--- config.mk ---
export PLATFORM = sky130hd
export DESIGN_NAME = qdcd_merge_flat
export DESIGN_NICKNAME = d
export VERILOG_FILES = /design/src/design/qdcd_pkg.sv /design/src/design/qdcd_result_if.sv /design/src/design/qdcd_merge.sv /design/src/flat_wrapper.sv
export SDC_FILE = /design/constraint.sdc
export NUM_CORES = 1
export LEC_CHECK = 0
export BUFFER_PORTS_ARGS = -buffer_cell sky130_fd_sc_hd__buf_4
export CORE_ASPECT_RATIO = 0.75
export CORE_MARGIN = 8
export CORE_UTILIZATION = 40
export DETAILED_ROUTE_END_ITERATION = 6
export PLACE_DENSITY_LB_ADDON = 0.2
export SYNTH_ARGS = -nofsm -noshare
export SYNTH_HDL_FRONTEND = slang
export SYNTH_SLANG_ARGS = --single-unit
--- constraint.sdc ---
create_clock -name clk -period 9.5 [get_ports clk]
set_input_delay 0.475 -clock clk [delete_from_list [all_inputs] [get_ports clk]]
set_output_delay 0.475 -clock clk [all_outputs]
set_load 0.02 [all_outputs]
--- src/design/qdcd_pkg.sv ---
// ----------------------------------------------------------------------------
// qdcd_pkg
// Shared codes, widths and types of the quantized delta channel decoder.
// ----------------------------------------------------------------------------
package qdcd_pkg;

    // Item opcodes.
    localparam logic [1:0] OP_LOAD    = 2'd0;
    localparam logic [1:0] OP_RESTART = 2'd1;
    localparam logic [1:0] OP_DELTA   = 2'd2;

    // Delta width modes.
    localparam logic [1:0] MODE_NIB  = 2'd0;
    localparam logic [1:0] MODE_BYTE = 2'd1;
    localparam logic [1:0] MODE_WORD = 2'd2;

    // Configuration register indexes and port widths.
    localparam int         REG_IDX_W         = 1;
    localparam int         CFG_DATA_W        = 7;
    localparam logic [0:0] REG_QUANT_MODE    = 1'b0;
    localparam logic [0:0] REG_CHANNEL_COUNT = 1'b1;

    // Register reset values.
    localparam logic [1:0] QUANT_MODE_RST    = MODE_BYTE;
    localparam logic [6:0] CHANNEL_COUNT_RST = 7'd1;

    // Result queue geometry.
    localparam int FIFO_DEPTH = 8;
    localparam int FIFO_AW    = $clog2(FIFO_DEPTH);
    localparam int FIFO_CW    = FIFO_AW + 1;

    // Work handed to one lane for the current beat.
    typedef struct packed {
        logic        upd;
        logic        load;
        logic        restart;
        logic        last;
        logic [5:0]  chan;
        logic [15:0] q;
    } lane_ctl_t;

    // One decoded channel value leaving a lane.
    typedef struct packed {
        logic               valid;
        logic [5:0]         chan;
        logic signed [31:0] value;
        logic               last;
    } lane_res_t;

endpackage

--- src/design/qdcd_result_if.sv ---
// ----------------------------------------------------------------------------
// qdcd_result_if
// Output channel of the decoder: one updated channel value per beat.
// ----------------------------------------------------------------------------
interface qdcd_result_if;

    logic               valid;
    logic               ready;
    logic [5:0]         channel;
    logic signed [31:0] channel_value;
    logic               frame_last;

    modport source (
        output valid, channel, channel_value, frame_last,
        input  ready
    );

    modport sink (
        input  valid, channel, channel_value, frame_last,
        output ready
    );

endinterface

--- src/design/qdcd_merge.sv ---
// ----------------------------------------------------------------------------
// qdcd_merge
// Puts the results of the two lanes in channel order and queues them for
// the output channel, one result per beat.
// ----------------------------------------------------------------------------
module qdcd_merge (
    input  logic                        clk,
    input  logic                        rst_n,
    input  qdcd_pkg::lane_res_t         res_even,
    input  qdcd_pkg::lane_res_t         res_odd,
    input  logic                        odd_first,
    qdcd_result_if.source               results,
    output logic [qdcd_pkg::FIFO_CW-1:0] fill
);

    import qdcd_pkg::*;

    lane_res_t            fifo_reg [FIFO_DEPTH];
    logic [FIFO_AW-1:0]   wr_ptr_reg;
    logic [FIFO_AW-1:0]   wr_ptr_next;
    logic [FIFO_AW-1:0]   rd_ptr_reg;
    logic [FIFO_AW-1:0]   rd_ptr_next;
    logic [FIFO_CW-1:0]   count_reg;
    logic [FIFO_CW-1:0]   count_next;
    lane_res_t            first;
    lane_res_t            second;
    logic [FIFO_AW-1:0]   second_ptr;
    logic [1:0]           n_push;
    logic                 pop;

    // The lower channel of a beat goes first.
    assign first      = odd_first ? res_odd : res_even;
    assign second     = odd_first ? res_even : res_odd;
    assign second_ptr = first.valid ? (wr_ptr_reg + FIFO_AW'(1)) : wr_ptr_reg;
    assign n_push     = 2'(first.valid) + 2'(second.valid);
    assign pop        = results.valid && results.ready;

    assign wr_ptr_next = wr_ptr_reg + FIFO_AW'(n_push);
    assign rd_ptr_next = rd_ptr_reg + FIFO_AW'(pop);
    assign count_next  = count_reg + FIFO_CW'(n_push) - FIFO_CW'(pop);

    always_ff @(posedge clk or negedge rst_n)
    begin
        if (!rst_n)
        begin
            wr_ptr_reg <= '0;
            rd_ptr_reg <= '0;
            count_reg  <= '0;
        end
        else
        begin
            wr_ptr_reg <= wr_ptr_next;
            rd_ptr_reg <= rd_ptr_next;
            count_reg  <= count_next;
        end
    end

    // Queue storage.
    always_ff @(posedge clk)
    begin
        if (first.valid)
        begin
            fifo_reg[wr_ptr_reg] <= first;
        end
        if (second.valid)
        begin
            fifo_reg[second_ptr] <= second;
        end
    end

    // Head of the queue drives the output beat.
    assign results.valid         = (count_reg != '0);
    assign results.channel       = fifo_reg[rd_ptr_reg].chan;
    assign results.channel_value = fifo_reg[rd_ptr_reg].value;
    assign results.frame_last    = fifo_reg[rd_ptr_reg].last;
    assign fill                  = count_reg;

endmodule

--- src/flat_wrapper.sv ---
// flat-port wrapper written by rule: the top's interface ports become plain ports
module qdcd_merge_flat import qdcd_pkg::*;
  (clk, rst_n, res_even, res_odd, odd_first, fill, results_valid, results_channel, results_channel_value, results_frame_last, results_ready);
  qdcd_result_if results_i ();
  input  logic clk;
  input  logic rst_n;
  input  qdcd_pkg::lane_res_t res_even;
  input  qdcd_pkg::lane_res_t res_odd;
  input  logic odd_first;
  output logic [qdcd_pkg::FIFO_CW-1:0] fill;
  output wire logic [$bits(results_i.valid)-1:0] results_valid;
  output wire logic [$bits(results_i.channel)-1:0] results_channel;
  output wire logic [$bits(results_i.channel_value)-1:0] results_channel_value;
  output wire logic [$bits(results_i.frame_last)-1:0] results_frame_last;
  input wire logic [$bits(results_i.ready)-1:0] results_ready;
  assign results_valid = results_i.valid;
  assign results_channel = results_i.channel;
  assign results_channel_value = results_i.channel_value;
  assign results_frame_last = results_i.frame_last;
  assign results_i.ready = results_ready;
  qdcd_merge u_core (.clk(clk), .rst_n(rst_n), .res_even(res_even), .res_odd(res_odd), .odd_first(odd_first), .results(results_i), .fill(fill));
endmodule
==> impl_metrics.tcl <==
set metrics [dict create \
    pre_cts_ws_ns 5.61 \
    worst_slew_pin_slew_ns 1.06 \
    cts_tree "built" \
    first_global_vias 9859 \
    rr_worst_depth 6 \
    dr.pass1.iters 5 \
    setup_viol 0 \
    post-route-worst-setup-slack_ns 5.49 \
    path_clk_slew_ns 0.06 \
    drc_errors 0 \
    areaGrowthSynthToFinish_pct 16.1 \
    ys_types 52 \
    wl_per_cell_um 26.6 \
    largest_register_ffs 312 \
    grt_max_degree 48 \
    clockRootBuffer "clkbuf_16" \
    vias 9305 \
    combPwrFrac_pct 43.4 \
    hold_class "in -> reg" \
    clock_skew_ns 0.0143 \
    initial_core_util_pct 40.2 \
    ir_worst_vdd_mv 0.172 \
    syn_area_mm2 0.0168 \
    num_rows 65 \
    die_w_um 252 \
    fillerInstances 3568 \
    cts_sinks 322 \
    synth_nets 1043 \
    ys_seq_elements 322 \
    internal_power_mw 4.24 \
    synth_edf_count 312 \
    initialDrtViolationCount 596 \
    syn_area_per_cell_um2 17.7 \
    switching_power_mw 2.31 \
    cp.arrival_ns 3.54 \
    maxSlewHeadroom_pct 29.5 \
    drive_gt1_share_pct 57.0 \
    final_common_cell "mux2_2" \
    routed_wl_mm 44.4 \
    clock_path_buffers 3 \
    fin_util_pct 46.6 \
    grt_usage_pct 17.9 \
    final_max_slew_viol_count 0 \
    p_leak_nw 6.64 \
    clock_latency_ns 0.52 \
    yosysWarnings 0 \
    ios 128 \
    crit_path_end_kind "output pin" \
    min_period_ns 4.01 \
    max_clock_freq_mhz 249 \
    p_per_area_mw_per_mm2 337 \
    rsz0062_at_grt "false" \
    most-common-layout-cells "mux2_2 (323), edfxtp_1 (312), buf_4 (157)" \
    core_mm2 0.0417 \
    hold_viol_final 0 \
    start_kind "flop" \
    die_h_um 193 \
    h-tree-depth 2 \
    synthCells 948 \
    whs_path_depth 2 \
    vias_per_cell 5.58 \
    min_period_over_period_pct 42.3 \
    critical_path_class "reg -> out" \
    dieArea_mm2 0.0488 \
    ant_nets 0 \
    place_hpwl_mm 25.0 \
    critPathMaxFanout 47 \
    hold_slack_ns 0.303 \
    antenna_found_initial 5 \
    p_seq_share_pct 36.5 \
    maxCapViolations 0 \
    gp_congestion 0.798 \
    numCtsBuffers 36 \
    final_nets 1172 \
    hold_buffers 1 \
    power.share.switching_pct 35.3 \
    pwr-share-clk_pct 20.0 \
    synthArstFlopShare_pct 3.11 \
    postCtsSetupBuffers 0 \
    seq_area_frac_synth_pct 57.4 \
    overflow 0 \
    setup_tns_ns 0 \
    status "finished, final reports clean" \
    io_buffers 127 \
    grt_pass1_wl_mm 66.3 \
    ctsResizeCount 0 \
    required_ns 9.03 \
    synth_top_flop_cell "edfxtp_1" \
]
==> path summary, 6_finish.rpt <==
path                       slack (ns)                 start                endpoint
setup / recovery                 5.49  u_core.rd_ptr_reg[0]      results_channel[3]
hold / removal                   0.30          res_even[35]  u_core.fifo_reg[2][35]
setup reg to reg                 5.63  u_core.wr_ptr_reg[0]   u_core.fifo_reg[1][7]
hold reg to reg                  0.66        u_core.fill[3]          u_core.fill[3]
max in group asynchronous        8.99                 rst_n    u_core.rd_ptr_reg[1]
min in group asynchronous        0.33                 rst_n          u_core.fill[0]
==> through the flow <==
step,cell area [µm²],power (mW),cells
finish,19500,6.55,1668
global route,19500,6.86,1668
CTS,19500,6.64,1667
detailed placement,18400,5.31,1607
global placement,18400,5.29,1607
floorplan,16800,4.30,948
==> per-layer routing <==
| layer | part of all wire [%] | global-route usage [%] | wire [µm] |
|---|---|---|---|
| met1 | 47 | 26.0 | 20800 |
| met2 | 47 | 28.1 | 20900 |
| met3 | 4.8 | 3.38 | 2120 |
| met4 | 1.2 | 3.19 | 525 |
| met5 | 0.092 | 0 | 41 |
==> synthesized netlist by cell type (2+ instances only) <==
master	number	area, µm²
clkbuf_1	18	67.6
edfxtp_1	312	9370
inv_1	9	33.8
nand2_1	6	22.5
nand3b_1	2	15.0
o2111ai_1	4	35.0
and4b_1	2	20.0
dfrtp_1	10	250
nand4_1	2	12.5
a21oi_1	6	30.0
o21ai_0	9	45.0
nor2_1	6	22.5
o211a_1	3	30.0
mux4_2	78	1760
xnor2_1	2	17.5
and3_4	2	22.5
o311ai_2	2	32.5
o311ai_4	2	52.6
mux2_1	30	338
nand2b_1	4	25.0
buf_1	4	15.0
a311oi_2	4	60.1
nor2b_1	3	18.8
xor2_1	3	26.3
ha_1	9	113
and3_1	3	18.8
mux2_2	323	3640
o211ai_1	7	52.6
mux2i_1	2	20.0
buf_2	24	120
buf_4	14	105
a21boi_0	2	15.0
nand3_1	12	60.1
buf_6	7	78.8
o311ai_0	3	26.3
nand4b_1	2	17.5
fa_1	2	40.0
==> logic make-up after synthesis <==
group                      count (synthesis)  synth area share [%]
xor gates and xnor gates                   5                 0.261
DFF                                      322                  57.4
buffers and inverters                     76                  2.51
adders and majority gates                 11                 0.911
and+or+nand+nor                           53                  2.01
AOI/OAI and AO/OA                         47                  2.52
muxes                                    434                  34.4
==> power by group through the flow <==
stage	clock network, mW	registers (mW)	logic, mW
6_report	1.31	2.39	2.85
5_1_grt	1.39	2.45	3.02
4_1_cts	1.34	2.40	2.90
3_5_place_dp	0	2.43	2.89
3_3_place_gp	0	2.42	2.87
2_1_floorplan	0	2.28	2.01
==> layout make-up <==
class | count | area [µm²] | share of cell area, %
Sequential cell | 322 | 9630 | 49.5
Multi-Input combinational cell | 550 | 6830 | 35.1
Timing Repair Buffer | 158 | 1190 | 6.11
Clock buffer | 46 | 960 | 4.93
Tap cell | 569 | 712 | 3.66
Clock inverter | 13 | 105 | 0.540
Inverter | 9 | 33.8 | 0.174
Antenna cell | 1 | 2.50 | 0.0129
==> critical path, cell delays in order, from the launching register on <==
cell and delay, ns:
dfrtp_4 1.11, buf_4 0.75, mux4_2 0.60, mux2_2 0.32, buf_4 0.17
Note: power is estimated with default switching activity, not from simulation.
